--- config.mk ---
export PLATFORM = sky130hd
export DESIGN_NAME = take_grant_access_check_core_flat
export DESIGN_NICKNAME = d
export VERILOG_FILES = /design/src/rtl/tgac_pkg.sv /design/src/rtl/tgac_if.sv /design/src/rtl/tgac_matrix.sv /design/src/rtl/tgac_engine.sv /design/src/rtl/take_grant_access_check_core.sv /design/src/flat_wrapper.sv
export SDC_FILE = /design/constraint.sdc
export NUM_CORES = 1
export LEC_CHECK = 0
export ABC_CLOCK_PERIOD_IN_PS = 3200
export BUFFER_PORTS_ARGS = -buffer_cell sky130_fd_sc_hd__buf_2
export CORE_UTILIZATION = 53
export CTS_CLUSTER_SIZE = 30
export DETAILED_ROUTE_END_ITERATION = 16
export MAX_ROUTING_LAYER = met4
export PLACE_DENSITY_LB_ADDON = 0.15
export SLEW_MARGIN = 25
export SYNTH_ARGS = -nofsm -noshare
export SYNTH_HDL_FRONTEND = slang
export SYNTH_SLANG_ARGS = --single-unit
--- constraint.sdc ---
create_clock -name clk_i -period 3.2 [get_ports clk_i]
set_input_delay 0.32 -clock clk_i [delete_from_list [all_inputs] [get_ports clk_i]]
set_output_delay 0.32 -clock clk_i [all_outputs]
set_load 0.02 [all_outputs]
--- src/rtl/tgac_pkg.sv ---
// Package for the take-grant access check block.
// Field widths, rights bit positions, request kinds and the control/status
// structs shared by the core modules. No dependencies.
package tgac_pkg;

  localparam int NODES_DEF    = 8;
  localparam int NODE_FIELD_W = 3;
  localparam int RIGHTS_W     = 6;

  // rights bits: o,i,w,r,t,g from bit 0 up
  localparam int RIGHT_T_BIT = 4;
  localparam int RIGHT_G_BIT = 5;

  localparam logic REQ_WRITE = 1'b0;
  localparam logic REQ_QUERY = 1'b1;

  // top -> engine
  typedef struct packed {
    logic start;  // item accepted this cycle
    logic ack;    // result moved into the output register
  } tgac_ctl_t;

  // engine -> top
  typedef struct packed {
    logic idle;     // can take an item
    logic done;     // result ready for the output register
    logic granted;
  } tgac_stat_t;

endpackage

--- src/rtl/tgac_if.sv ---
// Valid/ready channel interfaces for request and result items.
// Depends on tgac_pkg.
interface tgac_req_if import tgac_pkg::*; ();
  logic                    valid;
  logic                    ready;
  logic                    req_type;
  logic [NODE_FIELD_W-1:0] row_node;
  logic [NODE_FIELD_W-1:0] col_node;
  logic [RIGHTS_W-1:0]     entry_rights;
  logic [NODE_FIELD_W-1:0] source_node;
  logic [RIGHTS_W-1:0]     requested_rights;

  modport source (output valid, req_type, row_node, col_node, entry_rights,
                  source_node, requested_rights, input ready);
  modport sink   (input valid, req_type, row_node, col_node, entry_rights,
                  source_node, requested_rights, output ready);
endinterface

interface tgac_rsp_if;
  logic valid;
  logic ready;
  logic granted;

  modport source (output valid, granted, input ready);
  modport sink   (input valid, granted, output ready);
endinterface

--- src/rtl/tgac_matrix.sv ---
// Rights matrix storage: NODES*NODES entries, one write and one registered
// read port, with a clearing sweep after reset. Depends on tgac_pkg.
module tgac_matrix import tgac_pkg::*; #(
  parameter int NODES = NODES_DEF,
  localparam int AW = $clog2(NODES * NODES)
) (
  input  logic                clk_i,
  input  logic                rst_ni,
  input  logic                we_i,
  input  logic [AW-1:0]       waddr_i,
  input  logic [RIGHTS_W-1:0] wdata_i,
  input  logic                re_i,
  input  logic [AW-1:0]       raddr_i,
  output logic [RIGHTS_W-1:0] rdata_o,
  output logic                clearing_o
);

  localparam int DEPTH = NODES * NODES;

  logic [RIGHTS_W-1:0] mem_q [DEPTH];
  logic [RIGHTS_W-1:0] rdata_q;
  logic [AW-1:0]       clr_q, clr_d;
  logic                clearing_q, clearing_d;

  always_comb begin
    clr_d      = clr_q;
    clearing_d = clearing_q;
    if (clearing_q) begin
      if (clr_q == AW'(DEPTH - 1)) begin
        clearing_d = 1'b0;
      end else begin
        clr_d = clr_q + AW'(1);
      end
    end
  end

  always_ff @(posedge clk_i or negedge rst_ni) begin
    if (!rst_ni) begin
      clr_q      <= '0;
      clearing_q <= 1'b1;
    end else begin
      clr_q      <= clr_d;
      clearing_q <= clearing_d;
    end
  end

  always_ff @(posedge clk_i) begin
    if (clearing_q) begin
      mem_q[clr_q] <= '0;
    end else if (we_i) begin
      mem_q[waddr_i] <= wdata_i;
    end
    if (re_i) begin
      rdata_q <= mem_q[raddr_i];
    end
  end

  assign rdata_o    = rdata_q;
  assign clearing_o = clearing_q;

endmodule

--- src/rtl/tgac_engine.sv ---
// Sequencer and entry check unit: handles writes and runs the closure
// passes over the matrix for queries. Depends on tgac_pkg, tgac_matrix ports.
module tgac_engine import tgac_pkg::*; #(
  parameter int NODES = NODES_DEF,
  localparam int AW = $clog2(NODES * NODES),
  localparam int NW = $clog2(NODES)
) (
  input  logic                    clk_i,
  input  logic                    rst_ni,
  input  tgac_ctl_t               ctl_i,
  input  logic                    req_type_i,
  input  logic [NODE_FIELD_W-1:0] row_node_i,
  input  logic [NODE_FIELD_W-1:0] col_node_i,
  input  logic [RIGHTS_W-1:0]     entry_rights_i,
  input  logic [NODE_FIELD_W-1:0] source_node_i,
  input  logic [RIGHTS_W-1:0]     requested_rights_i,
  output tgac_stat_t              stat_o,
  input  logic                    clearing_i,
  output logic                    mem_we_o,
  output logic [AW-1:0]           mem_waddr_o,
  output logic [RIGHTS_W-1:0]     mem_wdata_o,
  output logic                    mem_re_o,
  output logic [AW-1:0]           mem_raddr_o,
  input  logic [RIGHTS_W-1:0]     mem_rdata_i
);

  localparam logic [1:0] S_IDLE = 2'd0;
  localparam logic [1:0] S_SCAN = 2'd1;
  localparam logic [1:0] S_DONE = 2'd2;

  logic [1:0]          state_q, state_d;
  logic [NODES-1:0]    set_q, set_d;
  logic [RIGHTS_W-1:0] held_q, held_d;
  logic [RIGHTS_W-1:0] req_q, req_d;
  logic                changed_q, changed_d;
  logic [AW-1:0]       addr_q, addr_d;
  logic [NW-1:0]       row_q, row_d, col_q, col_d;
  logic                issue_q, issue_d;
  logic                rv_q, rv_d, rlast_q, rlast_d;
  logic [NW-1:0]       rrow_q, rrow_d, rcol_q, rcol_d;
  logic                granted_q, granted_d;

  logic                wr_ok, src_ok, last_addr;
  logic                tg, in_r, in_c, hit, new_change;
  logic [NODES-1:0]    set_hit;
  logic [RIGHTS_W-1:0] held_nxt;

  assign wr_ok = ctl_i.start && (req_type_i == REQ_WRITE) &&
                 (int'(row_node_i) < NODES) && (int'(col_node_i) < NODES);
  assign src_ok = int'(source_node_i) < NODES;

  assign mem_we_o    = wr_ok;
  assign mem_waddr_o = AW'(int'(row_node_i) * NODES + int'(col_node_i));
  assign mem_wdata_o = entry_rights_i;
  assign mem_re_o    = issue_q;
  assign mem_raddr_o = addr_q;

  assign last_addr = addr_q == AW'(NODES * NODES - 1);

  // entry check unit: one matrix entry per cycle against the current set
  assign tg   = mem_rdata_i[RIGHT_T_BIT] | mem_rdata_i[RIGHT_G_BIT];
  assign in_r = set_q[rrow_q];
  assign in_c = set_q[rcol_q];
  assign hit  = rv_q && tg && (in_r || in_c);
  assign set_hit = hit ? (set_q | (NODES'(1) << rrow_q) | (NODES'(1) << rcol_q)) : set_q;
  assign new_change = set_hit != set_q;
  assign held_nxt = (rv_q && in_r) ? (held_q | mem_rdata_i) : held_q;

  always_comb begin
    state_d   = state_q;
    set_d     = set_q;
    held_d    = held_q;
    req_d     = req_q;
    changed_d = changed_q;
    addr_d    = addr_q;
    row_d     = row_q;
    col_d     = col_q;
    issue_d   = issue_q;
    rv_d      = 1'b0;
    rlast_d   = rlast_q;
    rrow_d    = rrow_q;
    rcol_d    = rcol_q;
    granted_d = granted_q;

    case (state_q)
      S_IDLE: begin
        if (ctl_i.start && !clearing_i) begin
          if (req_type_i == REQ_WRITE) begin
            granted_d = 1'b0;
            state_d   = S_DONE;
          end else begin
            set_d     = src_ok ? (NODES'(1) << source_node_i) : '0;
            req_d     = requested_rights_i;
            held_d    = '0;
            changed_d = 1'b0;
            addr_d    = '0;
            row_d     = '0;
            col_d     = '0;
            issue_d   = 1'b1;
            state_d   = S_SCAN;
          end
        end
      end
      S_SCAN: begin
        if (issue_q) begin
          rv_d    = 1'b1;
          rrow_d  = row_q;
          rcol_d  = col_q;
          rlast_d = last_addr;
          if (last_addr) begin
            issue_d = 1'b0;
          end else begin
            addr_d = addr_q + AW'(1);
            if (col_q == NW'(NODES - 1)) begin
              col_d = '0;
              row_d = row_q + NW'(1);
            end else begin
              col_d = col_q + NW'(1);
            end
          end
        end
        if (rv_q) begin
          set_d     = set_hit;
          held_d    = held_nxt;
          changed_d = changed_q || new_change;
          if (rlast_q) begin
            if (changed_q || new_change) begin
              // set grew this pass: sweep again
              changed_d = 1'b0;
              held_d    = '0;
              addr_d    = '0;
              row_d     = '0;
              col_d     = '0;
              issue_d   = 1'b1;
            end else begin
              granted_d = (req_q & ~held_nxt) == '0;
              state_d   = S_DONE;
            end
          end
        end
      end
      S_DONE: begin
        if (ctl_i.ack) begin
          state_d = S_IDLE;
        end
      end
      default: begin
        state_d = S_IDLE;
      end
    endcase
  end

  always_ff @(posedge clk_i or negedge rst_ni) begin
    if (!rst_ni) begin
      state_q <= S_IDLE;
      issue_q <= 1'b0;
      rv_q    <= 1'b0;
    end else begin
      state_q <= state_d;
      issue_q <= issue_d;
      rv_q    <= rv_d;
    end
  end

  always_ff @(posedge clk_i) begin
    set_q     <= set_d;
    held_q    <= held_d;
    req_q     <= req_d;
    changed_q <= changed_d;
    addr_q    <= addr_d;
    row_q     <= row_d;
    col_q     <= col_d;
    rlast_q   <= rlast_d;
    rrow_q    <= rrow_d;
    rcol_q    <= rcol_d;
    granted_q <= granted_d;
  end

  assign stat_o.idle    = (state_q == S_IDLE) && !clearing_i;
  assign stat_o.done    = state_q == S_DONE;
  assign stat_o.granted = granted_q;

`ifndef ASSERT_OFF
  // reachable set only grows during a query
  a_set_grows: assert property (@(posedge clk_i) disable iff (!rst_ni)
    (state_q == S_SCAN && $past(state_q) == S_SCAN) |->
      ((set_q & $past(set_q)) == $past(set_q)))
    else $error("reach set lost a node during a query");

  // a write item answers with a refusal right away
  a_write_result: assert property (@(posedge clk_i) disable iff (!rst_ni)
    (state_q == S_IDLE && ctl_i.start && !clearing_i && req_type_i == REQ_WRITE)
      |=> (state_q == S_DONE && !granted_q))
    else $error("write item did not give granted = 0");

  // matrix writes only come from an accepted write item
  a_write_idle: assert property (@(posedge clk_i) disable iff (!rst_ni)
    mem_we_o |-> (state_q == S_IDLE && !clearing_i))
    else $error("matrix write outside idle");

  // no reads issued outside a query sweep
  a_read_scan: assert property (@(posedge clk_i) disable iff (!rst_ni)
    mem_re_o |-> (state_q == S_SCAN))
    else $error("matrix read outside a sweep");
`endif

endmodule

--- src/rtl/take_grant_access_check_core.sv ---
// Take-grant access check core: top level with handshakes and result register.
// Depends on tgac_pkg, tgac_if, tgac_matrix, tgac_engine.

// The block holds a NODES x NODES matrix of 6-bit rights sets (o,i,w,r,t,g
// from bit 0). A write item stores one entry (ignored when out of range) and
// returns granted = 0 without a sweep. A query item finds every node joined
// to source_node by take or grant edges in either direction and returns
// granted = 1 when each requested right appears in the row of some node of
// that set. The block takes one item at a time. A query sweeps the matrix
// through its single read port, one entry per cycle, repeating the sweep
// until the set stops growing, for between 1 and NODES sweeps. After reset a
// clearing sweep over all NODES*NODES entries runs before the first item is
// taken. A result waits in an output register, so the next item can be
// taken while it is still pending.
module take_grant_access_check_core import tgac_pkg::*; #(
  parameter int NODES = NODES_DEF
) (
  input  logic       clk_i,
  input  logic       rst_ni,
  tgac_req_if.sink   req_i,
  tgac_rsp_if.source rsp_o
);

  localparam int AW = $clog2(NODES * NODES);

  tgac_ctl_t           ctl;
  tgac_stat_t          stat;
  logic                out_valid_q, out_granted_q;
  logic                load;
  logic                mem_we, mem_re, clearing;
  logic [AW-1:0]       mem_waddr, mem_raddr;
  logic [RIGHTS_W-1:0] mem_wdata, mem_rdata;

  assign req_i.ready = stat.idle;
  assign load        = stat.done && (!out_valid_q || rsp_o.ready);
  assign ctl.start   = req_i.valid && req_i.ready;
  assign ctl.ack     = load;

  tgac_engine #(.NODES(NODES)) u_engine (
    .clk_i              (clk_i),
    .rst_ni             (rst_ni),
    .ctl_i              (ctl),
    .req_type_i         (req_i.req_type),
    .row_node_i         (req_i.row_node),
    .col_node_i         (req_i.col_node),
    .entry_rights_i     (req_i.entry_rights),
    .source_node_i      (req_i.source_node),
    .requested_rights_i (req_i.requested_rights),
    .stat_o             (stat),
    .clearing_i         (clearing),
    .mem_we_o           (mem_we),
    .mem_waddr_o        (mem_waddr),
    .mem_wdata_o        (mem_wdata),
    .mem_re_o           (mem_re),
    .mem_raddr_o        (mem_raddr),
    .mem_rdata_i        (mem_rdata)
  );

  tgac_matrix #(.NODES(NODES)) u_matrix (
    .clk_i      (clk_i),
    .rst_ni     (rst_ni),
    .we_i       (mem_we),
    .waddr_i    (mem_waddr),
    .wdata_i    (mem_wdata),
    .re_i       (mem_re),
    .raddr_i    (mem_raddr),
    .rdata_o    (mem_rdata),
    .clearing_o (clearing)
  );

  always_ff @(posedge clk_i or negedge rst_ni) begin
    if (!rst_ni) begin
      out_valid_q <= 1'b0;
    end else if (load) begin
      out_valid_q <= 1'b1;
    end else if (rsp_o.ready) begin
      out_valid_q <= 1'b0;
    end
  end

  always_ff @(posedge clk_i) begin
    if (load) begin
      out_granted_q <= stat.granted;
    end
  end

  assign rsp_o.valid   = out_valid_q;
  assign rsp_o.granted = out_granted_q;

endmodule
--- src/flat_wrapper.sv ---
// flat-port wrapper written by rule: the top's interface ports become plain ports
module take_grant_access_check_core_flat import tgac_pkg::*;
#(
  parameter int NODES = NODES_DEF
)
  (clk_i, rst_ni, req_i_valid, req_i_req_type, req_i_row_node, req_i_col_node, req_i_entry_rights, req_i_source_node, req_i_requested_rights, req_i_ready, rsp_o_valid, rsp_o_granted, rsp_o_ready);
  tgac_req_if req_i_i ();
  tgac_rsp_if rsp_o_i ();
  input  logic clk_i;
  input  logic rst_ni;
  input wire logic [$bits(req_i_i.valid)-1:0] req_i_valid;
  input wire logic [$bits(req_i_i.req_type)-1:0] req_i_req_type;
  input wire logic [$bits(req_i_i.row_node)-1:0] req_i_row_node;
  input wire logic [$bits(req_i_i.col_node)-1:0] req_i_col_node;
  input wire logic [$bits(req_i_i.entry_rights)-1:0] req_i_entry_rights;
  input wire logic [$bits(req_i_i.source_node)-1:0] req_i_source_node;
  input wire logic [$bits(req_i_i.requested_rights)-1:0] req_i_requested_rights;
  output wire logic [$bits(req_i_i.ready)-1:0] req_i_ready;
  output wire logic [$bits(rsp_o_i.valid)-1:0] rsp_o_valid;
  output wire logic [$bits(rsp_o_i.granted)-1:0] rsp_o_granted;
  input wire logic [$bits(rsp_o_i.ready)-1:0] rsp_o_ready;
  assign req_i_i.valid = req_i_valid;
  assign req_i_i.req_type = req_i_req_type;
  assign req_i_i.row_node = req_i_row_node;
  assign req_i_i.col_node = req_i_col_node;
  assign req_i_i.entry_rights = req_i_entry_rights;
  assign req_i_i.source_node = req_i_source_node;
  assign req_i_i.requested_rights = req_i_requested_rights;
  assign req_i_ready = req_i_i.ready;
  assign rsp_o_valid = rsp_o_i.valid;
  assign rsp_o_granted = rsp_o_i.granted;
  assign rsp_o_i.ready = rsp_o_ready;
  take_grant_access_check_core #(.NODES(NODES)) u_core (.clk_i(clk_i), .rst_ni(rst_ni), .req_i(req_i_i), .rsp_o(rsp_o_i));
endmodule
== Word level (Yosys, flattened, before mapping) ==
Memory sizes are Yosys's and may differ from the RTL's. A register that Yosys moved wholly into a read port is not among the register bits.
Cells that the tools add are included.

* Register bits: 54
* Latch bits: 0
* Bits in writable memories: 384
* Bits in read-only memories: 0
* Input port bits: 26
* Output and inout port bits: 3
* Word-level logic and storage cells: 153
* Memories: 1

* $add $sub $neg: 5
* Multiply operators: 0
* Divide/modulo/power cells: 0
* Order comparisons: 2
* Equality and inequality tests: 13
* Shifts and indexed selects: 3
* Multiplexer cells: 78
* Bitwise logic cells: 8
* Reductions and logical operators: 25

{| class="wikitable"
|+ Memories
! name !! depth !! width !! read ports !! clocked after memory_dff !! wr ports !! line !! RTL
|-
| u_core.u_matrix.mem_q || 64 || 6 || 1 || 1 || 1 || tgac_matrix.sv:20 || <nowiki>logic [RIGHTS_W-1:0] mem_q [DEPTH];</nowiki>
|}

{| class="wikitable"
|+ Operators with widths
! cell !! count
|-
| 2-to-1 mux 6 bit || 13
|-
| 2-to-1 mux 3 bit || 14
|-
| 2-to-1 mux 8 bit || 4
|-
| 2-to-1 mux 1 bit || 30
|-
| one-hot mux 6 bit (2 select lines) || 2
|-
| left shift 1 x 3 -> 8 bit, first input constant || 3
|-
| OR 8 bit || 2
|-
| one-hot mux 8 bit (2 select lines) || 1
|-
| != test 2 bit, second input constant || 7
|-
| adder 6 x 1 -> 6 bit, second input constant || 2
|-
| equality test 6 bit, second input constant || 2
|-
| 2-to-1 mux 2 bit || 6
|-
| one-hot mux 3 bit (2 select lines) || 2
|-
| logical AND 1 bit || 8
|-
| < comparator 3 x 4 -> 1 bit, second input constant || 2
|-
| != test 8 bit || 1
|-
| adder 3 x 1 -> 3 bit, second input constant || 2
|-
| adder 6 x 3 -> 6 bit || 1
|-
| AND 6 bit || 1
|-
| binary-select mux 1 bit (select 3 bit) || 2
|-
| zero test 6 bit || 1
|-
| NOT 6 bit || 1
|-
| OR 6 bit || 1
|-
| one-hot mux 1 bit (2 select lines) || 3
|-
| 16 further kinds || 23
|}

== Depth between registers and ports, before layout ==
Gate-level depths: netlist (run 1).

* Word-level depth: 11
* Gate-level depth with buffers: 7
* Mapped depth without buffers: 6

== By module ==
Synthesis (run 1) repeated with hierarchy kept, for this count alone.

* Cells, all modules: 1003
* Area total of the unflattened synthesis: 18372.6 um^2

{| class="wikitable"
|+ Modules (own cells, without submodules)
! module !! instances !! cells an instance !! area an instance (um^2) !! seq. area each (um^2)
|-
| tgac_matrix || 1 || 767 || 15736.3 || 11887.7
|-
| tgac_engine || 1 || 230 || 2556.2 || 1331.3
|-
| take_grant_access_check_core || 1 || 6 || 80.1 || 55.1
|}

== Worst setup path after synthesis (run 1) ==
Ideal clock, no wire load.

* Path kind: register to register
* Start point: register u_core.u_engine.state_q[0]
* End point: memory u_core.u_matrix.mem_q[0][0], data pin
* Setup time: 0.367 ns
* Arrival: 2.596 ns
* Data required time: 2.833 ns
* Slack: 0.237 ns
* Cell stages (with the launch flop): 6
* Buffers on the path: 2
* Clock period less this slack: 2.963 ns
* Path through: dfrtp_1 nor3_1 and3b_1 buf_2 clkbuf_1 and2_1

* Longest elaborated chain between the ends: 9

{| class="wikitable"
|+ RTL lines
! item !! line !! RTL
|-
| from (decl) || tgac_engine.sv:31 || <nowiki>logic [1:0] state_q, state_d;</nowiki>
|-
| from (signal assigned) || tgac_engine.sv:159 || <nowiki>state_q <= state_d;</nowiki>
|-
| zero test 2 bit || tgac_engine.sv:179 || <nowiki>assign stat_o.idle = (state_q == S_IDLE) && !clearing_i;</nowiki>
|-
| logical AND 1 bit || tgac_engine.sv:179 ||
|-
| named net req_i_ready || flat_wrapper.sv:18 || <nowiki>output wire logic [$bits(req_i_i.ready)-1:0] req_i_ready;</nowiki>
|-
| logical AND 1 bit || take_grant_access_check_core.sv:36 || <nowiki>assign ctl.start = req_i.valid && req_i.ready;</nowiki>
|-
| logical AND 1 bit || tgac_engine.sv:48 || <nowiki>assign wr_ok = ctl_i.start && (req_type_i == REQ_WRITE) &&</nowiki>
|-
| 2-to-1 mux 1 bit || tgac_matrix.sv:50 || <nowiki>end else if (we_i) begin</nowiki>
|-
| 2-to-1 mux 1 bit || tgac_matrix.sv:48 || <nowiki>if (clearing_q) begin</nowiki>
|-
| 2-to-1 mux 1 bit (not written as such) || tgac_matrix.sv:51 || <nowiki>mem_q[waddr_i] <= wdata_i;</nowiki>
|-
| OR reduction 6 bit (no line) || n/a ||
|-
| 2-to-1 mux 6 bit (no line) || n/a ||
|-
| to (decl) || tgac_matrix.sv:20 ||
|}

The timed path passes the listed nets, and every way through them passes these cells.

== Final worst setup path (run 1) ==
* Start point: register u_core.u_engine.state_q[0]
* End point: memory u_core.u_matrix.mem_q[6][4], enable pin

* Longest elaborated chain between the ends: 9
* Elaborated cells between the ends (all ways): 10
* Those cells by class: mux (5); reduce/logical (5)

{| class="wikitable"
|+ RTL lines
! item !! line
|-
| zero test 2 bit (*) || tgac_engine.sv:179
|-
| logical AND 1 bit (*) || tgac_engine.sv:179
|-
| logical AND 1 bit (*) || take_grant_access_check_core.sv:36
|-
| logical AND 1 bit (*) || tgac_engine.sv:48
|-
| 2-to-1 mux 1 bit (*) || tgac_matrix.sv:50
|-
| 2-to-1 mux 1 bit (*) || tgac_matrix.sv:48
|-
| 2-to-1 mux 1 bit (not written as such) (*) || tgac_matrix.sv:51
|-
| OR reduction 6 bit (no line) || n/a
|-
| 2-to-1 mux 6 bit (no line) or 2-to-1 mux 1 bit (tied branches) || n/a
|}

Every way passes the cells marked *; elsewhere a longest branch is shown, timed or not.

==> out/results.txt, run 1 <==
The tools report the starting density of the core as 0.539. The clock latency at the later pin of the worst-skew pair came out at 550 ps. The final setup violation count was 0; the total clock sinks was 444. Entering global routing, the biggest net connects 69 pins. Clock-pin slew was measured on the worst setup and hold paths at 60 ps. In this run the cell area of the synthesized design comes to 18100 sq um. The run gives 0 as the number of antenna violations at the first check in global routing. In the synthesized netlist, the cells that appear most often are 432 x sky130_fd_sc_hd__edfxtp_1, 96 x sky130_fd_sc_hd__mux4_2, 75 x sky130_fd_sc_hd__nor2_1. Static timing analysis puts the maximum clock frequency at 342 MHz.

The largest individual stage delay along the critical path comes from the cell sky130_fd_sc_hd__nor2_1. The signal on the critical path passes through nor3_1, and3b_1, mux2i_1, o21ai_1, nor2_1. The number of synthesized flops with an enable pin came out at 432. The first global-routing pass estimated 59.5 mm of wire.

The HPWL after detailed placement is 24.5 mm. Yosys attributes the largest share of cell area to sky130_fd_sc_hd__edfxtp_1 72%, sky130_fd_sc_hd__mux4_2 12%, sky130_fd_sc_hd__a22oi_1 2.2%, sky130_fd_sc_hd__nor2_1 1.6%, sky130_fd_sc_hd__dfrtp_1 1.5%. The total area inside the core boundary comes to 33600 sq um. The count of buffers added on input and output ports is 28. The per-instance average area after synthesis is 18.6 sq um. The top flip-flop cell by instance count after synthesis is sky130_fd_sc_hd__edfxtp_1.

The cell type with the highest aggregate area in the netlist was sky130_fd_sc_hd__edfxtp_1. The internal cell power was 0.0122 W. The number of filler cells placed in the layout was 2396.

The fraction of layout instances using a drive strength above 1 was 0.251. For the final routed database, the setup TNS stands at 0 ps. STA classifies the critical path endpoint as a register.

The tightest hold margin came out at 89.2 ps. The repair_antennas step left the layout with diodes totalling 0. Number of buffers between clock root and the deepest sink: 3.

The sequential group share of total power was 0.423; the critical path arrival was 3100 ps. Number of routed nets with antenna violations: 0. Measured along the y axis, the die boundary spans 187 um.

The worst slew slack as a fraction of its limit was 0.424. The floorplan die area was 35000 sq um. Counting I/O delays and the setup requirement, the final critical path takes 2920 ps. In the final routed layout, each cell accounts on average for 25.0 um. For the combinational fraction of design power, the log shows 0.270. The simple-gate share of the synthesized area was 0.0530; the clock group share of total power was 0.307.

The tools report the final hold violation count as 0. The run finished with clean final reports. The adder-cell area share of the yosys netlist came out at 0.00345. The launching element type of the critical path was a register. The tools report the switching component of the power as 0.00513 W. Synthesis produced a netlist whose cell count is 976. The most common cell in the synthesized netlist is sky130_fd_sc_hd__edfxtp_1. For this run, design rule violations remaining after detail routing come to 0.

The I/O pin count was 29. Counting every net in the synthesized netlist gives 1007. For the total global routing track utilization, the log shows 0.236.

TritonCTS built the clock tree. The number of DRC markers after the initial detailed-route iteration is 799. The category of cells accounting for the largest share of critical-path delay is simple AND/OR/NAND/NOR gates. The logs give 13300 sq um for the area taken by flip-flops and latches and 0 for the warning count from the yosys run. Counting flops and latches in the post-synthesis netlist gives 444.

The number of max-slew violations in the final report came out at 0. After synthesis, the largest family of logic cells by area is multiplexers. The maximum fanout along the worst path was 8; the share of the synthesized area in compound gates (AO/OA/AOI/OAI) was 0.0553. Fraction of synthesized cell area taken by the top area cell type: 0.715. The tools report the via count of the first global-routing pass as 9620.

In this run the number of H-tree levels came out at 2. The path class of the tightest hold or removal check is input pin to register. Data on the critical path is required at its endpoint by 3380 ps. The share of async-settable or async-resettable flops after synthesis is 0.0270. Max-cap violations in this run came to 0.

The worst-case IR drop observed on VDD is 0.000544 V. The logs give 38.9 mm for the total length of routed wires and 5 for the first-pass detailed-route iteration total. The congestion estimate from routability-driven global placement came to 0.861. The switching power as a share of total power came out at 0.296. Setup repair after global routing left no endpoint under its margin. The share of the clock period used by the worst path was 0.913.

At the pin with the least slew margin, the transition time is 859 ps. The routed layout has 9566 vias. The cell area power density is 833 nW/um^2. The analysis attributes to cell leakage a power of 6.98 nW.

The post-synthesis mux area share is 0.137, and the number of different library cells in the post-synthesis netlist is 60. The tools report the largest clock skew in the final design as 10.7 ps. The CTS root buffer was sky130_fd_sc_hd__clkbuf_16. The synthesized-area fraction occupied by xor and xnor cells works out to 0.00386. The stage delay of the slowest cell on the critical path is 620 ps, and the number of placement rows is 67. The die extent in x came out at 187 um. The sequential-to-total area share from yosys stat came out at 0.732. The startpoint-to-endpoint class of the critical path was register to register.

The relative area change from synthesis to final layout came out at 14.6%. For the number of buffers added by the clock tree synthesis step, the log shows 46. In the final layout, the multi-input gates occupy 4600 sq um. The residual overflow from global routing is 0, and the buffering stage count on the worst path with inverters included is 0. For this run, the post-layout net count is 1107.

Average vias per placed instance: 6.14.
-- registers in the layout, summed over array words and instances, names as in the netlist, 2 cells and up --
name,count
u_core.u_engine.col_q,3
u_core.u_engine.held_q,6
u_core.u_engine.mem_raddr_o,6
u_core.u_engine.rcol_q,3
u_core.u_engine.req_q,6
u_core.u_engine.row_q,3
u_core.u_engine.rrow_q,3
u_core.u_engine.set_q,8
u_core.u_engine.state_q,2
u_core.u_matrix.clr_q,6
u_core.u_matrix.mem_q,384
u_core.u_matrix.rdata_o,6
-- repair_timing --
action	CTS	global route
hold buffers	7	0
hold endpoints to repair	18	0
setup buffers	0	0
gates resized for setup	0	0
-- layer usage --
| metal | vias up | global-route usage | share of wire |
|---|---|---|---|
| met4 | 0 | 0.0640 | 0.023 |
| met3 | 66 | 0.0381 | 0.059 |
| met2 | 332 | 0.359 | 0.47 |
| met1 | 4960 | 0.337 | 0.45 |
| li1 | 4208 | - | - |
| met5 | - | - | 0 |
-- layout make-up --
class	count	share of cell area
Multi-Input combinational cell	476	0.221
Clock inverter	26	0.0137
Tap cell	448	0.0270
Sequential cell	444	0.639
Inverter	6	0.00108
Clock buffer	56	0.0582
Timing Repair Buffer	102	0.0403
-- cells by family after synthesis --
family,count (synthesis)
compound gates,141
mux,127
buf+inv,56
flops,444
fa+ha+maj,5
xor+xnor,8
simple gates,195
-- cells in the final DEF (no fill, tap or decap), types with 4 or more instances in the layout --
master,n
sky130_fd_sc_hd__a21oi_1,39
sky130_fd_sc_hd__nor4b_1,5
sky130_fd_sc_hd__edfxtp_1,432
sky130_fd_sc_hd__clkbuf_1,9
sky130_fd_sc_hd__inv_1,6
sky130_fd_sc_hd__dlygate4sd3_1,7
sky130_fd_sc_hd__nand3_1,6
sky130_fd_sc_hd__nand2_1,38
sky130_fd_sc_hd__mux2_2,9
sky130_fd_sc_hd__xor2_1,5
sky130_fd_sc_hd__nand2b_1,13
sky130_fd_sc_hd__nor2b_1,7
sky130_fd_sc_hd__ha_1,5
sky130_fd_sc_hd__bufinv_16,6
sky130_fd_sc_hd__o22ai_1,4
sky130_fd_sc_hd__nand4_1,4
sky130_fd_sc_hd__nor3_1,9
sky130_fd_sc_hd__a41oi_1,6
sky130_fd_sc_hd__mux4_2,96
sky130_fd_sc_hd__a22o_1,6
sky130_fd_sc_hd__mux2i_1,22
sky130_fd_sc_hd__clkinv_2,9
sky130_fd_sc_hd__or4_1,6
sky130_fd_sc_hd__buf_4,57
sky130_fd_sc_hd__and2_2,6
sky130_fd_sc_hd__nor2_1,74
sky130_fd_sc_hd__buf_2,28
sky130_fd_sc_hd__nor3b_1,7
sky130_fd_sc_hd__clkbuf_16,47
sky130_fd_sc_hd__buf_12,10
sky130_fd_sc_hd__a221o_1,8
sky130_fd_sc_hd__a22oi_1,53
sky130_fd_sc_hd__clkinv_1,8
sky130_fd_sc_hd__dfrtp_1,11
-- per-stage QoR --
stage / util / power, W / worst slack [ps] / cell area (sq um) / cells
2_1_floorplan: - / 0.0108 / 237 / 18100 / 976
3_3_place_gp: 0.572 / 0.0121 / 399 / 19200 / 1469
3_5_place_dp: 0.572 / 0.0121 / 376 / 19200 / 1469
4_1_cts: 0.618 / 0.0174 / 329 / 20800 / 1558
5_1_grt: 0.618 / 0.0180 / 85.5 / 20800 / 1558
6_report: 0.618 / 0.0173 / 279 / 20800 / 1558
-- tightest hold or removal path, cell delays in order --
cell,delay [ps]
sky130_fd_sc_hd__buf_2,80
sky130_fd_sc_hd__nor2b_1,60
sky130_fd_sc_hd__nand2b_1,140
-- worst paths after layout --
path	start	endpoint	slack [ps]	cells past startpoint
worst max-delay path	u_core.u_engine.state_q[0]	u_core.u_matrix.mem_q[6][4]	280	5
worst max register to register	u_core.u_engine.state_q[0]	u_core.u_matrix.mem_q[6][4]	280	5
max in group asynchronous	rst_ni	u_core.u_matrix.clearing_o	2710	2
worst min-delay path	rsp_o_ready	u_core.rsp_o.valid	90	3
min in group asynchronous	rst_ni	u_core.u_matrix.clr_q[5]	190	2
worst min register to register	u_core.u_engine.granted_q	u_core.rsp_o.granted	430	0
-- power by group through the flow --
stage | Sequential, W | Clock, W | Combinational (W)
after floorplan | 0.00724 | 0 | 0.00352
after global placement | 0.00744 | 0 | 0.00466
after detailed placement | 0.00744 | 0 | 0.00470
after CTS | 0.00732 | 0.00539 | 0.00473
after global routing | 0.00737 | 0.00561 | 0.00506
final | 0.00733 | 0.00531 | 0.00468
(Power assumes the default switching activity.)
==> inputs of run 2 (changes only) <==
--- a/config.mk
+++ b/config.mk
@@ -10,6 +10,7 @@
 export CORE_UTILIZATION = 53
 export CTS_CLUSTER_SIZE = 30
 export DETAILED_ROUTE_END_ITERATION = 16
+export GPL_TIMING_DRIVEN = 0
 export MAX_ROUTING_LAYER = met4
 export PLACE_DENSITY_LB_ADDON = 0.15
 export SLEW_MARGIN = 25
==> out/results.txt, run 2 (synthesized netlist as in run 1, its figures left out) <==
The tools report the endpoint type of the worst setup path as a register. The number of filler cells placed in the layout is 2391 (-0.21%). The tools report the number of buffers added by the clock tree synthesis step as 46 (unchanged). Final hold violation count: 0 (unchanged). The starting density of the core came out at 0.539 (unchanged). Number of antenna violations at the first check in global routing: 0 (unchanged). For the register-to-register path setup slack, the log shows 6 ps (-270 ps).

The number of placement rows came out at 67 (unchanged). Clock input transition at the sequential cells of the worst setup and hold paths: 60 ps (about the same). The switching power as a share of total power is 0.306 (+0.00956). The floorplan die area was 35000 sq um (unchanged).

Clock group share of total power: 0.303 (-0.004). The average vias per placed instance is 6.19 (+0.89%), and the height of the die is 187 um (unchanged). The number of antenna diodes came out at 0 (unchanged). The tools report the detailed-placement wirelength estimate as 25.3 mm (+3.2%).

The total global routing track utilization was 0.240 (+0.00338). The worst-case reg-to-reg path depth was 6 (+1). Walking the worst path, the cells encountered are nor3_1, nand3b_1, buf_2, o22ai_1, nand2_1, nor2_2.

For the number of max-slew violations in the final report, the log shows 0 (unchanged). Startpoint-to-endpoint class of the critical path: register to register. The first-pass detailed-route iteration total came out at 5 (unchanged).

The endpoint of the worst-slack reg-to-reg timing path was u_core.u_matrix.mem_q[11][1]. The startpoint identified for the worst register-to-register timing path is u_core.u_engine.state_q[0]. The library cell used most frequently in the layout, excluding fill and tap cells, is sky130_fd_sc_hd__edfxtp_1.

The first-pass GRT wire length was 60.2 mm (+1.1%); the final setup violation count was 0 (unchanged). The core outline area was 33600 sq um (unchanged); the critical path arrival was 3400 ps (+300 ps). The count of buffers from port buffering is 28 (unchanged), and the peak supply drop is 0.000580 V (+6.5%). The core utilization of the finished layout came out at 0.611 (-0.00748). The I/O pin count is 29 (unchanged), and the stage delay of the slowest cell on the critical path is 590 ps (-30 ps). Leaving out fill and tap cells, the most frequent cells in the layout are 432 x sky130_fd_sc_hd__edfxtp_1, 96 x sky130_fd_sc_hd__mux4_2, 53 x sky130_fd_sc_hd__a22oi_1. The register with the most flip-flops in the final layout is u_core.u_matrix.mem_q. The relative area change from synthesis to final layout works out to 13.2%. The internal cell power was 0.0121 W (-0.59%). The area of the multi-input gates is 4670 sq um (+1.5%). The run finished with clean final reports. The logs give 3 (unchanged) for the number of buffers between clock root and the deepest sink and 1092 (-1.4%) for the number of nets in the finished design. The launching element type of the critical path was a register.

The buffering stage count on the worst path with inverters included came out at 1 (+1). The total length of routed wires was 39.5 mm (+1.5%); the maximum fanout along the worst path was 10 (+2). The logs give 9560 (-0.62%) for the via count of the first global-routing pass and -85.3 ps (-462 ps) for the worst setup slack after placement. The tools report the sequential group share of total power as 0.412 (-0.011). Met2 routed wirelength: 18.3 mm (-0.10%). TritonCTS built the clock tree. The run gives 0 (unchanged) as the number of routed nets with antenna violations. Cell with the largest stage delay on the worst path: sky130_fd_sc_hd__nand2_1.

The number of post-CTS setup repair buffers is 0 (unchanged), and the switching component of the power is 0.00534 W (+4.0%). Setup repair after global routing could not meet its margin everywhere. For the maximum number of pins on one net before global-route repair, the log shows 65 (-5.8%). The source of the worst hold timing path was rsp_o_ready.

After detailed routing, no signal wire sits above met4. The area taken by flip-flops and latches was 13300 sq um (unchanged). The maximum clock frequency came out at 313 MHz (-8.5%). The combinational fraction of design power is 0.285 (+0.015).

The run gives 444 (unchanged) as the total clock sinks. The data required time at the worst endpoint is 3400 ps (+20 ps), and the static leakage is 6.74 nW (-3.5%). The minimum clock period after layout works out to 3190 ps (+272 ps). The hold path endpoint is u_core.rsp_o.valid. The number of DRC markers after the initial detailed-route iteration is 913 (+14%), and the worst-margin pin slew is 1040 ps (+176 ps).

The cell depth of the worst hold path is 3 (unchanged), and the flip-flop count of the largest register after layout is 384 (unchanged). The fraction of layout instances using a drive strength above 1 came out at 0.244 (-0.00774). The final worst-path setup slack came out at 6.11 ps (-272 ps). The clock latency at the later pin of the worst-skew pair is 560 ps (about the same). The class of the tightest hold or removal check is input pin to register. The routed wire length on met3 was 3.04 mm (+32%); the share of the clock period used by the worst path was 0.998 (+0.0851). The last weighted congestion value of the routability-driven placer is 0.856 (-0.67%). Remaining routing DRC violations: 0 (unchanged). The cell sitting at the root of the clock tree is a sky130_fd_sc_hd__clkbuf_16. The reported max-cap violation count is 0 (unchanged).

The largest registers in the layout are u_core.u_matrix.mem_q (384), u_core.u_engine.set_q (8). Total vias in the final route: 9564 (-0.021%). The die extent in x works out to 187 um (unchanged).

For the largest clock skew in the final design, the log shows 15.4 ps (+4.72 ps). The area of placed instances came out at 18900 sq um (-1.7%). The cell area after layout came out at 20500 sq um (-1.2%). The routed length per placed instance was 25.6 um (+2.4%).

The routed length on met1 was 17.1 mm (-1.3%). The category of cells accounting for the largest share of critical-path delay was simple AND/OR/NAND/NOR gates. The worst slew slack as a fraction of its limit is 0.305 (-0.118), and the total number of H-tree levels is 2 (unchanged).

The cell area power density is 850 nW/um^2 (+2.0%). The residual overflow from global routing is 0 (unchanged).
-- run 2: cell type report --
cell class,instances,area share
Clock inverter,25,0.0113
Tap cell,448,0.0273
Clock buffer,58,0.0612
Sequential cell,444,0.646
Multi-Input combinational cell,476,0.227
Buffer,50,0.0130
Inverter,6,0.00110
Timing Repair Buffer,37,0.0126
-- run 2: worst max path at each step --
| stage | startpoint | to | slack [ps] | depth (start not counted) |
|---|---|---|---|---|
| 4_1_cts | u_core.u_engine.state_q[0] | u_core.u_matrix.mem_q[59][5] | -9 | 6 |
| 5_1_grt | u_core.u_engine.state_q[1] | u_core.u_matrix.mem_q[11][1] | -230 | 6 |
| 3_5_place_dp | u_core.u_engine.mem_raddr_o[1] | u_core.u_matrix.rdata_o[4] | -90 | 7 |
| 3_3_place_gp | u_core.u_engine.state_q[0] | u_core.u_matrix.mem_q[30][0] | -770 | 5 |
| 6_report | u_core.u_engine.state_q[0] | u_core.u_matrix.mem_q[11][1] | 6 | 6 |
| 2_1_floorplan | u_core.u_engine.state_q[0] | u_core.u_matrix.mem_q[0][0] | 240 | 5 |
-- run 2: timing repair --
action | 4_1_cts | 5_1_grt
gates resized for setup | 5 | 32
hold buffers | 7 | 0
endpoints found under the setup margin | 24 | 179
hold endpoints to repair | 18 | 0
-- run 2: worst min-delay path, cell delays in order --
cell                       delay, ps
sky130_fd_sc_hd__buf_2            80
sky130_fd_sc_hd__nor2b_1          60
sky130_fd_sc_hd__nand2b_1        140
-- run 2: through the flow --
step	hold slack, ps	cells	setup TNS (ps)	power, W
detailed placement	229	1454	-552	0.0123
global route	94.5	1544	-24460	0.0181
finish	87.8	1544	0	0.0175
floorplan	24.4	976	0	0.0108
CTS	74.2	1544	-69.2	0.0175
global placement	231	1452	-235170	0.0122
-- run 2: layer usage --
layer	up-vias	track usage
li1	4184	-
met1	4940	0.349
met2	373	0.355
met3	67	0.0381
met4	0	0.0687
met5	-	-
-- run 2: power by group through the flow --
stage          Clock (W)  Sequential (W)  Combinational (W)
6_report         0.00529         0.00720            0.00497
3_3_place_gp           0         0.00732            0.00488
3_5_place_dp           0         0.00731            0.00495
5_1_grt          0.00556         0.00724            0.00534
4_1_cts          0.00535         0.00719            0.00498
2_1_floorplan          0         0.00724            0.00352
==> inputs of run 3 (changes only) <==
--- a/config.mk
+++ b/config.mk
@@ -8,11 +8,11 @@
 export ABC_CLOCK_PERIOD_IN_PS = 3200
 export BUFFER_PORTS_ARGS = -buffer_cell sky130_fd_sc_hd__buf_2
 export CORE_UTILIZATION = 53
-export CTS_CLUSTER_SIZE = 30
 export DETAILED_ROUTE_END_ITERATION = 16
 export GPL_TIMING_DRIVEN = 0
 export MAX_ROUTING_LAYER = met4
 export PLACE_DENSITY_LB_ADDON = 0.15
+export REMOVE_ABC_BUFFERS = 1
 export SLEW_MARGIN = 25
 export SYNTH_ARGS = -nofsm -noshare
 export SYNTH_HDL_FRONTEND = slang
==> out/results.txt, run 3 (synthesized netlist as in run 1, its figures left out) <==
For the switching component of the power, the log shows 0.00519 W (-2.7%). Number of filler cells placed in the layout: 2406 (+0.63%). The final total negative setup slack is 0 ps (unchanged), and the last weighted congestion value of the routability-driven placer is 0.842 (-1.5%). Residual overflow from global routing: 0 (unchanged).

The count of buffers from port buffering works out to 28 (unchanged). The flip-flop count of the largest register after layout is 384 (unchanged). The share of the clock period used by the worst path is 0.994 (-0.00422). The starting density of the core is 0.539 (unchanged), and the routed length per placed instance is 25.2 um (-1.4%).

Traced cell by cell, the critical path runs through nor3_1, and3b_2, mux2i_1, nand2_1, nor2_1. Setup repair after global routing could not meet its margin everywhere. The area of placed instances is 19000 sq um (+0.52%). Counting flops per register, the top entry is u_core.u_matrix.mem_q.

Cell area power density: 839 nW/um^2 (-1.4%). The root buffer cell chosen for the clock tree is sky130_fd_sc_hd__clkbuf_16. The fraction of layout instances using a drive strength above 1 works out to 0.247 (+0.00335).

The cell area after layout was 20500 sq um (-0.11%). The tools report the number of antenna violations at the first check in global routing as 0 (unchanged). The logs give 29 (unchanged) for the I/O pin count and 38.2 mm (-3.1%) for the total length of routed wires. The peak supply drop is 0.000484 V (-16%).

In the final layout, the registers with the most flip-flops are u_core.u_matrix.mem_q (384), u_core.u_engine.set_q (8). The final worst-path setup slack is 19.6 ps (+13.5 ps). The total number of H-tree levels is 2 (unchanged), and the total vias in the final route is 9407 (-1.6%). The number of antenna diodes was 0 (unchanged). The number of routed nets with antenna violations is 0 (unchanged), and the maximum fanout along the worst path is 16 (+6).

The tools report the tightest hold margin as 104 ps (+15.8 ps). The first-pass detailed-route iteration total was 5 (unchanged); the area of the multi-input gates was 4700 sq um (+0.78%). Internal cell power: 0.0120 W (-0.91%). The clock latency at the later pin of the worst-skew pair was 540 ps (-20 ps). The die extent in x is 187 um (unchanged).

TritonCTS built the clock tree. The floorplan die area is 35000 sq um (unchanged). The tools report the number of buffers between clock root and the deepest sink as 3 (unchanged).

The tools report the sequential group share of total power as 0.427 (+0.015). The buffering stage count on the worst path with inverters included is 0 (-1), and the final hold violation count is 0 (unchanged). Worst-margin pin slew: 1000 ps (-35.3 ps). The maximum number of pins on one net before global-route repair came out at 65 (unchanged). The critical path arrival is 3360 ps (-40 ps), and the number of max-slew violations in the final report is 0 (unchanged). Relative to the synthesized area, the layout overhead comes to 13.1%.

The remaining routing DRC violations was 0 (unchanged); the area taken by flip-flops and latches was 13300 sq um (unchanged). The static leakage was 6.72 nW (-0.20%). Final setup violation count: 0 (unchanged).

The worst setup path is captured at a register. In the layout the commonest cells are 432 x sky130_fd_sc_hd__edfxtp_1, 96 x sky130_fd_sc_hd__mux4_2, 50 x sky130_fd_sc_hd__a22oi_1, 50 x sky130_fd_sc_hd__nor2_1, 47 x sky130_fd_sc_hd__clkbuf_16. Class of the tightest hold or removal check: input pin to register.

The number of buffers added by the clock tree synthesis step was 45 (-2.2%); the maximum clock frequency was 314 MHz (+0.42%). For the reported max-cap violation count, the log shows 0 (unchanged). The data required time at the worst endpoint was 3380 ps (-20 ps). The worst setup path is of the register to register kind. The logs give -174 ps (-88.4 ps) for the worst setup slack after placement and 0.610 (-0.000670) for the core utilization of the finished layout. The via count of the first global-routing pass is 9682 (+1.3%). The clock input transition at the sequential cells of the worst setup and hold paths is 60 ps (about the same), and the switching power as a share of total power is 0.302 (-0.00395). The run gives 24.2 mm (-4.3%) as the detailed-placement wirelength estimate. On the critical path the largest part of the delay comes from simple AND/OR/NAND/NOR gates. The run gives 0.233 (-0.00677) as the total global routing track utilization.

The height of the die is 187 um (unchanged), and the stage delay of the slowest cell on the critical path is 600 ps (about the same). The cell with the largest stage delay on the worst path is sky130_fd_sc_hd__nor2_1. The number of nets in the finished design came out at 1067 (-2.3%). The average vias per placed instance is 6.20 (+0.11%).

The library cell used most frequently in the layout, excluding fill and tap cells, is sky130_fd_sc_hd__edfxtp_1. Largest clock skew in the final design: 14.3 ps (-1.10 ps). The core outline area was 33600 sq um (unchanged). The clock group share of total power is 0.280 (-0.023), and the worst slew slack as a fraction of its limit is 0.329 (+0.0237). The run finished with clean final reports.

The minimum clock period after layout came out at 3180 ps (-13.5 ps). The number of DRC markers after the initial detailed-route iteration is 846 (-7.3%), and the first-pass GRT wire length is 59.2 mm (-1.6%). The logs give 444 (unchanged) for the total clock sinks and 67 (unchanged) for the number of placement rows.

The run gives 0.293 (+0.008) as the combinational fraction of design power. The launching element type of the critical path is a register.
run 3: changes by cell type in the layout (fill, tap and decap cells not counted), moves of 3 or more:
| cell | change |
|---|---|
| sky130_fd_sc_hd__a22oi_2 | +3 |
| sky130_fd_sc_hd__bufinv_16 | -4 |
| sky130_fd_sc_hd__a22oi_1 | -3 |
| sky130_fd_sc_hd__buf_8 | +16 |
| sky130_fd_sc_hd__clkbuf_2 | -6 |
| sky130_fd_sc_hd__nor2_1 | +4 |
| sky130_fd_sc_hd__clkbuf_1 | -15 |
| sky130_fd_sc_hd__buf_2 | -9 |
| sky130_fd_sc_hd__nor2_2 | -5 |
| sky130_fd_sc_hd__clkinvlp_4 | -4 |
| sky130_fd_sc_hd__nor2b_1 | -3 |
run 3: worst paths after layout:
path,start,end,slack (ps),depth (start not counted)
setup / recovery,u_core.u_engine.state_q[0],u_core.u_matrix.mem_q[18][4],20,5
hold / removal,rsp_o_ready,u_core.rsp_o.valid,100,3
min in group asynchronous,rst_ni,u_core.rsp_o.valid,230,2
setup reg to reg,u_core.u_engine.state_q[0],u_core.u_matrix.mem_q[18][4],20,5
hold reg to reg,u_core.u_engine.granted_q,u_core.rsp_o.granted,420,0
max in group asynchronous,rst_ni,u_core.u_matrix.clearing_o,2680,2
run 3: power groups by stage:
stage                     clock network [W]  logic [W]  registers (W)
final                               0.00482    0.00504        0.00735
after global routing                0.00507    0.00543        0.00740
after CTS                           0.00488    0.00504        0.00734
after detailed placement                  0    0.00496        0.00747
after global placement                    0    0.00376        0.00791
after floorplan                           0    0.00298        0.00772
run 3: what timing repair did:
action	CTS	global route
hold buffers	7	0
buffers inserted	4	0
endpoints found under the hold margin	18	0
pin swaps	1	0
setup endpoints to repair	267	159
gates resized for setup	5	23
run 3: final cells by class:
type                       count  share of cell area
sequential                   444               0.647
multi-input combinational    476               0.229
clock buffer                  64              0.0614
timing repair buffer          63              0.0302
tap                          448              0.0273
clock inverter                16             0.00366
inverter                       6             0.00110
run 3: stage by stage:
stage | std cells | total power (W)
final | 1517 | 0.0172
after detailed placement | 1426 | 0.0124
after floorplan | 926 | 0.0107
after global routing | 1517 | 0.0179
after CTS | 1517 | 0.0173
after global placement | 1402 | 0.0117
run 3: tightest hold or removal path, cell delays in order:
cell and delay [ps]:
sky130_fd_sc_hd__buf_2 80, sky130_fd_sc_hd__nor2b_1 60, sky130_fd_sc_hd__nand2b_1 140
run 3: metal layers:
layer | track usage | share of wire | up-vias
li1 | - | - | 4148
met5 | - | 0 | -
met1 | 0.328 | 0.44 | 4906
met2 | 0.365 | 0.49 | 290
met4 | 0.0615 | 0.023 | 0
met3 | 0.0285 | 0.050 | 63
